`src/dot_bracket_pair_parser_defines.svh`:
```
// Assertion macros shared by the dot-bracket pair parser RTL.
// The macros expect i_clk and i_rst_n in the module that uses them; define ASSERT_OFF to drop them.
`ifndef DOT_BRACKET_PAIR_PARSER_DEFINES_SVH
`define DOT_BRACKET_PAIR_PARSER_DEFINES_SVH
`ifndef ASSERT_OFF
// Checks that a condition holds on every clock edge outside reset.
`define DBP_ASSERT(lbl, cond) \
    lbl: assert property (@(posedge i_clk) disable iff (!i_rst_n) (cond)) \
        else $error("dot_bracket_pair_parser: assertion failed");
// Checks that the consequent holds on the clock edge after the antecedent.
`define DBP_ASSERT_NEXT(lbl, ante, cons) \
    lbl: assert property (@(posedge i_clk) disable iff (!i_rst_n) (ante) |=> (cons)) \
        else $error("dot_bracket_pair_parser: assertion failed");
`else
`define DBP_ASSERT(lbl, cond)
`define DBP_ASSERT_NEXT(lbl, ante, cons)
`endif
`endif

```
`src/dbp_pkg.sv`:
```
// Shared types and constants of the dot-bracket pair parser.
// Used by every module of the block; depends on nothing.
package dbp_pkg;

    localparam int MAX_LENGTH  = 1024;
    localparam int STACK_DEPTH = 512;

    localparam int POS_W    = 10;
    localparam int BASE_W   = 2;
    localparam int SYM_W    = 2;
    localparam int ENTRY_W  = POS_W + BASE_W;
    localparam int STACK_AW = $clog2(STACK_DEPTH);
    localparam int CNT_W    = $clog2(STACK_DEPTH + 1);

    localparam int MIN_LOOP_W = 4;
    localparam int PAIRS_W    = 16;
    localparam int CFG_IDX_W  = 2;
    localparam int CFG_DATA_W = 16;

    localparam int QUEUE_DEPTH = 2;
    localparam int QUEUE_AW    = $clog2(QUEUE_DEPTH);

    localparam logic [POS_W-1:0] COUNTER_MAX = {POS_W{1'b1}};

    localparam logic [SYM_W-1:0] SYM_OPEN  = 2'd0;
    localparam logic [SYM_W-1:0] SYM_CLOSE = 2'd1;

    localparam logic [CFG_IDX_W-1:0] CFG_MIN_LOOP = 2'd0;
    localparam logic [CFG_IDX_W-1:0] CFG_ALLOWED  = 2'd1;

    localparam logic [MIN_LOOP_W-1:0] MIN_LOOP_RST = 4'd3;
    localparam logic [PAIRS_W-1:0]    ALLOWED_RST  = 16'd23112;

    typedef enum logic [2:0] {
        ST_OK        = 3'd0,
        ST_UNMATCHED = 3'd1,
        ST_LOOP      = 3'd2,
        ST_PAIR      = 3'd3,
        ST_UNCLOSED  = 3'd4,
        ST_TOO_LONG  = 3'd5
    } t_status;

    typedef enum logic [1:0] {
        OP_OPEN  = 2'd0,
        OP_CLOSE = 2'd1,
        OP_DOT   = 2'd2
    } t_op;

    // One classified position on its way from the front end to the stack engine.
    typedef struct packed {
        t_op               op;
        logic [BASE_W-1:0] base;
        logic              last;
        logic [POS_W-1:0]  idx;
        logic              too_long;
    } t_item;

    typedef struct packed {
        logic [MIN_LOOP_W-1:0] min_loop;
        logic [PAIRS_W-1:0]    allowed_pairs;
    } t_cfg;

endpackage

```
`src/dbp_front.sv`:
```
// Front end of the dot-bracket pair parser: position counter and symbol classification.
// Depends on dbp_pkg.
module dbp_front (
    input  logic          i_clk,
    input  logic          i_rst_n,
    input  logic          i_valid,
    output logic          o_ready,
    input  logic [1:0]    i_symbol,
    input  logic [1:0]    i_base,
    input  logic          i_last,
    input  logic          i_q_full,
    output logic          o_q_wr,
    output dbp_pkg::t_item o_item
);
    import dbp_pkg::*;

    logic [POS_W-1:0] r_pos;
    logic [POS_W-1:0] n_pos;
    logic             accept;
    t_op              op;

    assign o_ready = !i_q_full;
    assign accept  = i_valid && !i_q_full;
    assign o_q_wr  = accept;

    always_comb begin
        unique case (i_symbol)
            SYM_OPEN:  op = OP_OPEN;
            SYM_CLOSE: op = OP_CLOSE;
            default:   op = OP_DOT;
        endcase
    end

    always_comb begin
        o_item.op       = op;
        o_item.base     = i_base;
        o_item.last     = i_last;
        o_item.idx      = r_pos;
        o_item.too_long = (32'(r_pos) >= MAX_LENGTH) || ((r_pos == COUNTER_MAX) && !i_last);
    end

    // The counter saturates at its maximum and restarts after the last position.
    always_comb begin
        n_pos = r_pos;
        if (accept) begin
            if (i_last) begin
                n_pos = '0;
            end else if (r_pos != COUNTER_MAX) begin
                n_pos = r_pos + POS_W'(1);
            end
        end
    end

    always_ff @(posedge i_clk) begin
        if (!i_rst_n) begin
            r_pos <= '0;
        end else begin
            r_pos <= n_pos;
        end
    end

endmodule

```
`config.mk`:
```
export PLATFORM = sky130hd
export DESIGN_NAME = dbp_front
export DESIGN_NICKNAME = d
export VERILOG_FILES = /design/src/dot_bracket_pair_parser_defines.svh /design/src/dbp_pkg.sv /design/src/dbp_front.sv
export SDC_FILE = /design/constraint.sdc
export NUM_CORES = 1
export LEC_CHECK = 0
export ABC_AREA = 1
export CELL_PAD_IN_SITES_DETAIL_PLACEMENT = 2
export CELL_PAD_IN_SITES_GLOBAL_PLACEMENT = 2
export CORE_ASPECT_RATIO = 0.9
export CORE_MARGIN = 2
export CORE_UTILIZATION = 32
export DETAILED_ROUTE_END_ITERATION = 12
export DONT_BUFFER_PORTS = 1
export PLACE_DENSITY_LB_ADDON = 0.1
export SLEW_MARGIN = 15
export SYNTH_ARGS = -nofsm -noshare
export SYNTH_HDL_FRONTEND = slang
export SYNTH_SLANG_ARGS = --single-unit
```
`constraint.sdc`:
```
create_clock -name i_clk -period 2.6 [get_ports i_clk]
set_clock_uncertainty 0.05 [all_clocks]
set_input_delay 0.52 -clock i_clk [delete_from_list [all_inputs] [get_ports i_clk]]
set_output_delay 0.52 -clock i_clk [all_outputs]
set_load 0.02 [all_outputs]
```
==> summary.md <==
| Metric | Value |
|---|---|
| Postcts setup bufs | 0 |
| Worst path arrival time | between 1500 and 2000 ps |
| Reg2reg path depth | 8 |
| Crit path from | r_pos[0] |
| Worst Path Required | 2030 ps |
| Synthesized instance count | ~110 |
| Worst-path cell chain | ha_1 > nand2_2 > nor2_4 > nand4_4 > inv_1 |
| Largest family of logic cells by synthesized area | simple AND/OR/NAND/NOR gates |
| Hold Path Depth | 2 |
| Remaining DRCs | 0 |
| Root buf cell | clkbuf_4 |
| R2R Setup Slk | 820 ps |
| Reg clk slew, reported paths | 70 ps |
| Total Wirelength | 1908 um |
| Non-filler cells, final | around 140 |
| Die Ht | 49.14 um |
| Maxcap violations | 0 |
| # diodes | 0 |
| DRT met1 WL | 897 um |
| Area Overhead vs Synth | 0.1727% |
| Row Count | 16 |
| Most area-hungry cell type in the Yosys netlist | dfxtp_1 |
| Slew HR | 0.5046 |
| Met2 WL | slightly below 900 um |
| Power per cell area | about 430 nW/um^2 |
| HP Start | i_rst_n |
| CP Class | reg -> out |
| First DRT Iteration DRCs | 6 |
| DRT antenna net count | 0 |
| Startpoint class of the critical path | flip-flop |
| TNS Setup | 0 ps |
| First drt pass iteration count | 2 |
| Synth Cell Area | between 700 and 800 um^2 |
| Fraction of layout cells with a size suffix above 1 | 0.1351 |
| Largest regs | r_pos: 10 flops |
| Total GRT Usage | 0.1621 |
| Nets | 123 |
| Outcome | completed |
| Dpl hpwl | 1447 um |
| Met3 WL post-DR | 108 um |
| VDD IR max | roughly 0.18 mV |
| Top layer in use | met4 |
| Grt total ovfl | 0 |
| Flip-flop and latch count after synthesis | 10 |
| Compound-Gate Fraction of Synth Area | 0.06563 |
| Worst slew pin tran | 742.3 ps |
| Area of placed instances | between 700 and 800 um^2 |
| Final Hold Viols | 0 |
| # setup viols final | 0 |
| CTS tree | yes |
| Vias | 658 |
| Final max-slew violation count | 0 |
| Final worst-path cycle share | 0.8945 |
| Synthesized area per cell | 6.355 um^2 |
| Top reg by flops | r_pos |
| # clock sinks | 10 |
| Design Power | roughly 0.31 mW |
| Max reg flops | 10 |
| Hold-fix buffers, CTS | 0 |
| Hold Crit Class | in -> reg |
| Crit-path leading delay family | flip-flops |
| Boundary Pins | 27 |
| WHS | approximately 320 ps |
| LEAKAGE | 0.3495 nW |
| CP bufs+invs | 1 |
| Port Buf Inserts | 0 |
| Initial Utilization | 0.3351 |
| RR Startpoint | r_pos[0] |
| Synth Area in Adders | 0.01727 |
| RSZ-0062 raised after global routing | false |
| Initial antenna violation count | 0 |
| Finished Cell Area | roughly 730 um^2 |
| Top cell type's share of synthesized area | 0.2763 |
| WP depth | 5 |
| Critical path's slowest cell | dfxtp_1 |
| Routed vias/inst | 4.768 |
| WL/cell | between 10 and 15 um |
| CTS max path bufs | 2 |
| Largest cells by area after synthesis | dfxtp_1 (28%), nand2_1 (15%), inv_1 (9.8%) |
| Worst-skew pair later-pin latency | between 200 and 300 ps |
| Vias in the first global route | 697 |
| Max H-tree Level | 1 |
| Crit. End Element | output pin |
| Min Tclk post-route | around 2300 ps |
| Hold EP | r_pos[7] |
| Largest net degree at the start of global routing | 13 |
| Gpl congestion | between 0.7 and 0.8 |
| CP peak stage delay | 530 ps |
| Critical path fanouts, max | 12 |
| Post-synthesis mux area share | 0 |
| Die area | 2661 um^2 |
| Register area share after synthesis | 0.2763 |
| First-pass GRT wire length | 3098 um |
| Number of gates resized after CTS | 0 |
| Placed Cells | 135 |
| Synth Area in XOR/XNOR | 0 |
| Die width | 54.16 um |
| Core area | 2162 um^2 |
| Synth Area in Simple Gates | 0.4456 |
| Critical R2R Capture | r_pos[1] |
| Synth warn | 0 |
| Fmax | 430.0 MHz |
| CTS Buf Count | 3 |
| Yosys cell types | 21 |
| Net Count, Synth | between 100 and 150 |
final cells by class:
cell class / instances / area, um^2
Inverter: 21 / 78.83
Multi-Input combinational cell: 76 / 382.9
Clock buffer: 3 / 22.52
Sequential cell: 10 / 200.2
Timing Repair Buffer: 1 / 7.507
Fill cell: 272 / 1436
Tap cell: 27 / 33.78
cells in the mapped netlist:
library cell / instances
nand2_1: 28
inv_1: 19
nor2_1: 18
dfxtp_1: 10
nand3_1: 9
a21oi_1: 4
nand3_2: 4
o21ai_0: 4
buf_4: 3
buf_6: 2
nand2_2: 2
nor2_2: 2
a21boi_1: 1
clkbuf_1: 1
clkbuf_8: 1
clkinv_1: 1
ha_1: 1
inv_2: 1
nand4_4: 1
nor2_4: 1
nor3b_1: 1
worst reg2reg max path, stage by stage, from the launching register on:
cell and delay, ps:
dfxtp_1 530, ha_1 250, nand2_2 90, nor2_4 180, nand4_4 220, nand2_2 210
nand2_1 70, nand2_1 60, nor2_1 40
cells by family after synthesis:
kind of cell / Yosys count
AOI/OAI and AO/OA: 9
and+or+nand+nor: 66
adders and majority gates: 1
buffers and inverters: 28
DFF: 10
per-stage QoR:
step / worst slack [ps] / utilization
global placement: 590.5 / 0.3252
floorplan: 685.3 / -
CTS: 240.0 / 0.3356
detailed placement: 545.6 / 0.3252
finish: 274.2 / 0.3356
global route: 155.6 / 0.3356
power by group:
group          switching [mW]  total [mW]  internal (mW)
combinational          0.0235      0.0347         0.0112
clock                  0.0580       0.112         0.0535
sequential            0.00943       0.166          0.157
cell usage in the layout, fill, tap and decap left out, drive strengths merged:
master and n:
nor3b 1, nand4 1, inv 20, nor2 21, nand3 13, dfxtp 10, nand2 30, buf 1
clkbuf 3, clkinv 1, a21oi 4, ha 1, a21boi 1, o21ai 4
how the worst max path moves through the flow:
stage | endpoint | slack, ps
floorplan | o_item[0] | 690
global placement | o_item[0] | 590
detailed placement | o_item[0] | 550
CTS | o_item[0] | 240
global route | o_item[0] | 160
finish | o_item[0] | 270
layer usage:
metal,GRT usage,up-vias
met3,0.06442,4
met4,0.02917,0
met1,0.2117,297
met2,0.2510,17
met5,0,-
li1,-,340
Power figures use the tool's default switching activity.
