## src/dot_bracket_pair_parser_defines.svh

```systemverilog
// Assertion macros shared by the dot-bracket pair parser RTL.
// The macros expect i_clk and i_rst_n in the module that uses them; define ASSERT_OFF to drop them.
`ifndef DOT_BRACKET_PAIR_PARSER_DEFINES_SVH
`define DOT_BRACKET_PAIR_PARSER_DEFINES_SVH
`ifndef ASSERT_OFF
// Checks that a condition holds on every clock edge outside reset.
`define DBP_ASSERT(lbl, cond) \
    lbl: assert property (@(posedge i_clk) disable iff (!i_rst_n) (cond)) \
        else $error("dot_bracket_pair_parser: assertion failed");
// Checks that the consequent holds on the clock edge after the antecedent.
`define DBP_ASSERT_NEXT(lbl, ante, cons) \
    lbl: assert property (@(posedge i_clk) disable iff (!i_rst_n) (ante) |=> (cons)) \
        else $error("dot_bracket_pair_parser: assertion failed");
`else
`define DBP_ASSERT(lbl, cond)
`define DBP_ASSERT_NEXT(lbl, ante, cons)
`endif
`endif

```

## src/dbp_pkg.sv

```systemverilog
// Shared types and constants of the dot-bracket pair parser.
// Used by every module of the block; depends on nothing.
package dbp_pkg;

    localparam int MAX_LENGTH  = 1024;
    localparam int STACK_DEPTH = 512;

    localparam int POS_W    = 10;
    localparam int BASE_W   = 2;
    localparam int SYM_W    = 2;
    localparam int ENTRY_W  = POS_W + BASE_W;
    localparam int STACK_AW = $clog2(STACK_DEPTH);
    localparam int CNT_W    = $clog2(STACK_DEPTH + 1);

    localparam int MIN_LOOP_W = 4;
    localparam int PAIRS_W    = 16;
    localparam int CFG_IDX_W  = 2;
    localparam int CFG_DATA_W = 16;

    localparam int QUEUE_DEPTH = 2;
    localparam int QUEUE_AW    = $clog2(QUEUE_DEPTH);

    localparam logic [POS_W-1:0] COUNTER_MAX = {POS_W{1'b1}};

    localparam logic [SYM_W-1:0] SYM_OPEN  = 2'd0;
    localparam logic [SYM_W-1:0] SYM_CLOSE = 2'd1;

    localparam logic [CFG_IDX_W-1:0] CFG_MIN_LOOP = 2'd0;
    localparam logic [CFG_IDX_W-1:0] CFG_ALLOWED  = 2'd1;

    localparam logic [MIN_LOOP_W-1:0] MIN_LOOP_RST = 4'd3;
    localparam logic [PAIRS_W-1:0]    ALLOWED_RST  = 16'd23112;

    typedef enum logic [2:0] {
        ST_OK        = 3'd0,
        ST_UNMATCHED = 3'd1,
        ST_LOOP      = 3'd2,
        ST_PAIR      = 3'd3,
        ST_UNCLOSED  = 3'd4,
        ST_TOO_LONG  = 3'd5
    } t_status;

    typedef enum logic [1:0] {
        OP_OPEN  = 2'd0,
        OP_CLOSE = 2'd1,
        OP_DOT   = 2'd2
    } t_op;

    // One classified position on its way from the front end to the stack engine.
    typedef struct packed {
        t_op               op;
        logic [BASE_W-1:0] base;
        logic              last;
        logic [POS_W-1:0]  idx;
        logic              too_long;
    } t_item;

    typedef struct packed {
        logic [MIN_LOOP_W-1:0] min_loop;
        logic [PAIRS_W-1:0]    allowed_pairs;
    } t_cfg;

endpackage

```

## src/dbp_queue.sv

```systemverilog
// Short queue of classified items between the front end and the stack engine.
// Depends on dbp_pkg.
module dbp_queue (
    input  logic           i_clk,
    input  logic           i_rst_n,
    input  logic           i_wr,
    input  dbp_pkg::t_item i_item,
    output logic           o_full,
    input  logic           i_rd,
    output logic           o_valid,
    output dbp_pkg::t_item o_item
);
    import dbp_pkg::*;

    t_item                r_slot [QUEUE_DEPTH];
    logic [QUEUE_AW-1:0]  r_wp;
    logic [QUEUE_AW-1:0]  r_rp;
    logic [QUEUE_AW:0]    r_cnt;
    logic                 wr_en;
    logic                 rd_en;

    assign o_full  = (r_cnt == (QUEUE_AW+1)'(QUEUE_DEPTH));
    assign o_valid = (r_cnt != '0);
    assign o_item  = r_slot[r_rp];
    assign wr_en   = i_wr && !o_full;
    assign rd_en   = i_rd && o_valid;

    always_ff @(posedge i_clk) begin
        if (wr_en) begin
            r_slot[r_wp] <= i_item;
        end
    end

    always_ff @(posedge i_clk) begin
        if (!i_rst_n) begin
            r_wp  <= '0;
            r_rp  <= '0;
            r_cnt <= '0;
        end else begin
            if (wr_en) begin
                r_wp <= (r_wp == QUEUE_AW'(QUEUE_DEPTH - 1)) ? '0 : r_wp + QUEUE_AW'(1);
            end
            if (rd_en) begin
                r_rp <= (r_rp == QUEUE_AW'(QUEUE_DEPTH - 1)) ? '0 : r_rp + QUEUE_AW'(1);
            end
            r_cnt <= r_cnt + (QUEUE_AW+1)'(wr_en) - (QUEUE_AW+1)'(rd_en);
        end
    end

endmodule

```

## config.mk

```make
export PLATFORM = sky130hd
export DESIGN_NAME = dbp_queue
export DESIGN_NICKNAME = d
export VERILOG_FILES = /design/src/dot_bracket_pair_parser_defines.svh /design/src/dbp_pkg.sv /design/src/dbp_queue.sv
export SDC_FILE = /design/constraint.sdc
export NUM_CORES = 1
export LEC_CHECK = 0
export ABC_AREA = 1
export BUFFER_PORTS_ARGS = -buffer_cell sky130_fd_sc_hd__buf_2
export CORE_AREA = 4 4 76 78
export DETAILED_ROUTE_END_ITERATION = 8
export DIE_AREA = 0 0 80 82
export GPL_TIMING_DRIVEN = 0
export SLEW_MARGIN = 0
export SYNTH_ARGS = -nofsm -noshare
export SYNTH_HDL_FRONTEND = slang
export SYNTH_SLANG_ARGS = --single-unit
```

## constraint.sdc

```tcl
create_clock -name i_clk -period 2 [get_ports i_clk]
set_clock_uncertainty 0.05 [all_clocks]
set_input_delay 0 -clock i_clk [delete_from_list [all_inputs] [get_ports i_clk]]
set_output_delay 0 -clock i_clk [all_outputs]
set_load 0.02 [all_outputs]
```

==> results.json <==
{
  "result_of_the_run": "finished, final reports clean",
  "ctsHtreeMaxLevel": 2,
  "clock_insertion_delay_worst_skew_ns": 0.28,
  "yosys-mux-area-fraction_pct": 14.9,
  "max_slew.worst_pin.slew_ns": 0.847,
  "design.core.area_mm2": 0.00507,
  "wl_per_cell_um": 12.3,
  "sum_of_overflow_across_all_layers_after_global_routing": 0,
  "vdd.ir_drop.worst_v": 0.000454,
  "slew_headroom_pct": 43.5,
  "diodes": 0,
  "synth_top_family_by_area": "multiplexers",
  "max-clock-path-buffers": 2,
  "antenna_violations_before_repair": 0,
  "cts_made_buffers": 5,
  "min_path_type": "in -> reg",
  "chipWidth_um": 80,
  "synthesis.instances": 88,
  "ant_nets": 0,
  "synth-warning-count": 0,
  "die_area_mm2": 0.00656,
  "yosysSeqAreaShare_pct": 72.8,
  "cts_root_buf": "sky130_fd_sc_hd__clkbuf_8",
  "worstPathArrival_ns": 1.56,
  "io_buffers": 37,
  "critPathKind": "reg -> reg",
  "final-setup-viol-count": 0,
  "drv.max_cap_violation_count": 0,
  "postCtsSetupBuffers": 0,
  "syn-num-nets": 110,
  "design_power_total_mw": 2.29,
  "worstSetupStartpointType": "register",
  "netlist-cell-type-count": 12,
  "die-height_um": 82,
  "synth_compound_area_share_pct": 0.687,
  "grt_use_total_pct": 8.96,
  "max_freq_mhz": 586,
  "grt_start_max_net_pins": 17,
  "drcViolationCount": 0,
  "gp_congestion": 0.678,
  "cts.sink_count": 37,
  "final.setup.worst_slack_ns": 0.294,
  "power-per-cell-area_mw_per_mm2": 1150,
  "synthSimpleGateAreaFrac_pct": 5.41,
  "initial_utilization_pct": 28.7,
  "required_ns": 1.86,
  "finalCritPeriodShare_pct": 85.3,
  "postSynthRegisterBits": 37,
  "post_route_cells_drive_above_1_share_pct": 40.4,
  "core.rowCount": 26,
  "net_count_reported_at_finish": 173,
  "detail_route.vias_per_cell": 4.01,
  "unrepaired_setup_endpoints_after_global_routing": "no",
  "synth_xor_area_share_pct": 0,
  "syn-cell-area_mm2": 0.00146,
  "grt_pass1_vias": 925,
  "half_perimeter_wire_length_after_placement_mm": 1.91,
  "areaGrowthSynthToFinish_pct": 37.2,
  "floorplan.io_pins": 38,
  "worst_setup_path_end_kind": "register",
  "grt_first_pass_wirelength_mm": 4.18,
  "critPathMaxFanout": 16,
  "detailedRoute.firstPassIterationCount": 4,
  "place_worst_setup_slack_ns": -0.215,
  "finalWirelength_mm": 2.72,
  "dr_total_vias": 887,
  "layout.cells.non_filler": 221,
  "final.min_clock_period_ns": 1.71,
  "fill_cells": 503,
  "hold_viol": 0,
  "synth-adder-area-share_pct": 1.72,
  "p_leak_nw": 0.824,
  "clock_tree_from_tritoncts": "done",
  "post_synth.cell_area_avg_um2": 16.6,
  "place_inst": 195,
  "first_iter_violations": 26,
  "drv_slew": 0,
  "clk_transition_reported_paths_ns": 0.07
}
## flip-flops by register name, summed over array words and instances, names as in the netlist, named ones only
name	count
r_slot	32
r_wp	1
r_cnt	2
r_rp	1
## report_power, final
group / internal [mW] / switching (mW) / total [mW] / leakage, nW
Sequential: 0.988 / 0.0454 / 1.03 / 0.340
Combinational: 0.348 / 0.439 / 0.788 / 0.445
Clock: 0.235 / 0.235 / 0.470 / 0.0387
## cell usage after synthesis, drive strengths merged
cell type / number / area share [%]
edfxtp: 32 / 66
inv: 9 / 2.3
nand2: 9 / 2.3
mux2: 16 / 15
nand3: 3 / 1.0
ha: 2 / 1.7
a21oi: 2 / 0.69
buf: 2 / 2.1
dfxtp: 5 / 6.9
nor2: 8 / 2.1
## through the flow
step | hold WS (ns) | TNS [ns] | area, um^2 | utilization (%)
6_report | 0.391 | 0 | 2000 | 39.4
5_1_grt | 0.390 | 0 | 2000 | 39.4
4_1_cts | 0.392 | 0 | 2000 | 39.4
3_5_place_dp | 0.143 | -3.42 | 1730 | 34.1
3_3_place_gp | 0.140 | -1.52 | 1730 | 34.1
2_1_floorplan | 0.0435 | 0 | 1460 | -
## worst paths after layout
check	from	endpoint	slack, ns	cells past startpoint
hold reg to reg	r_rp	r_rp	0.47	2
setup / recovery	r_cnt[0]	r_slot[0][5]	0.29	4
hold / removal	i_item[1]	r_slot[1][1]	0.39	2
setup reg to reg	r_cnt[0]	r_slot[0][5]	0.29	4
## area by class of cell
class | count | area [um^2] | area share, %
Clock buffer | 6 | 72.6 | 3.63
Multi-Input combinational cell | 40 | 334 | 16.7
Clock inverter | 1 | 3.75 | 0.188
Sequential cell | 37 | 1060 | 53.1
Tap cell | 70 | 87.6 | 4.38
Buffer | 2 | 31.3 | 1.56
Inverter | 9 | 33.8 | 1.69
Timing Repair Buffer | 56 | 375 | 18.8
## layer usage
metal | wire length [um] | GRT usage [%] | share of wire (%)
met5 | 0 | 0 | 0
met1 | 1150 | 9.01 | 42
met2 | 1370 | 16.4 | 50
met4 | 15 | 4.56 | 0.55
met3 | 177 | 3.07 | 6.5
## cell usage in the layout, fill, tap and decap left out, types with 2 or more instances in the layout
master / n
sky130_fd_sc_hd__mux2_2: 6
sky130_fd_sc_hd__dfxtp_1: 5
sky130_fd_sc_hd__nor2_1: 7
sky130_fd_sc_hd__inv_1: 9
sky130_fd_sc_hd__nand3_1: 3
sky130_fd_sc_hd__a21oi_1: 2
sky130_fd_sc_hd__mux2_4: 10
sky130_fd_sc_hd__nand2_1: 9
sky130_fd_sc_hd__buf_2: 37
sky130_fd_sc_hd__dlygate4sd3_1: 19
sky130_fd_sc_hd__edfxtp_1: 32
sky130_fd_sc_hd__clkbuf_8: 5
sky130_fd_sc_hd__ha_1: 2
## critical path, cell delays in order (launching register included)
cell	delay (ns)
sky130_fd_sc_hd__dfxtp_1	0.35
sky130_fd_sc_hd__inv_1	0.06
sky130_fd_sc_hd__nand2_1	0.11
sky130_fd_sc_hd__nand2_1	0.10
sky130_fd_sc_hd__nor2_2	0.65
## timing repair
action                                  in CTS  in global routing
hold endpoints to repair                    37                  0
hold buffers                                19                  0
endpoints found under the setup margin      16                  0
resized for setup                            1                  0
## cell families after synthesis
group           count (synthesis)
compound gates                  2
fa+ha+maj                       2
buf+inv                        11
flops                          37
mux                            16
simple gates                   20
Note: power is estimated with default switching activity, not from simulation.
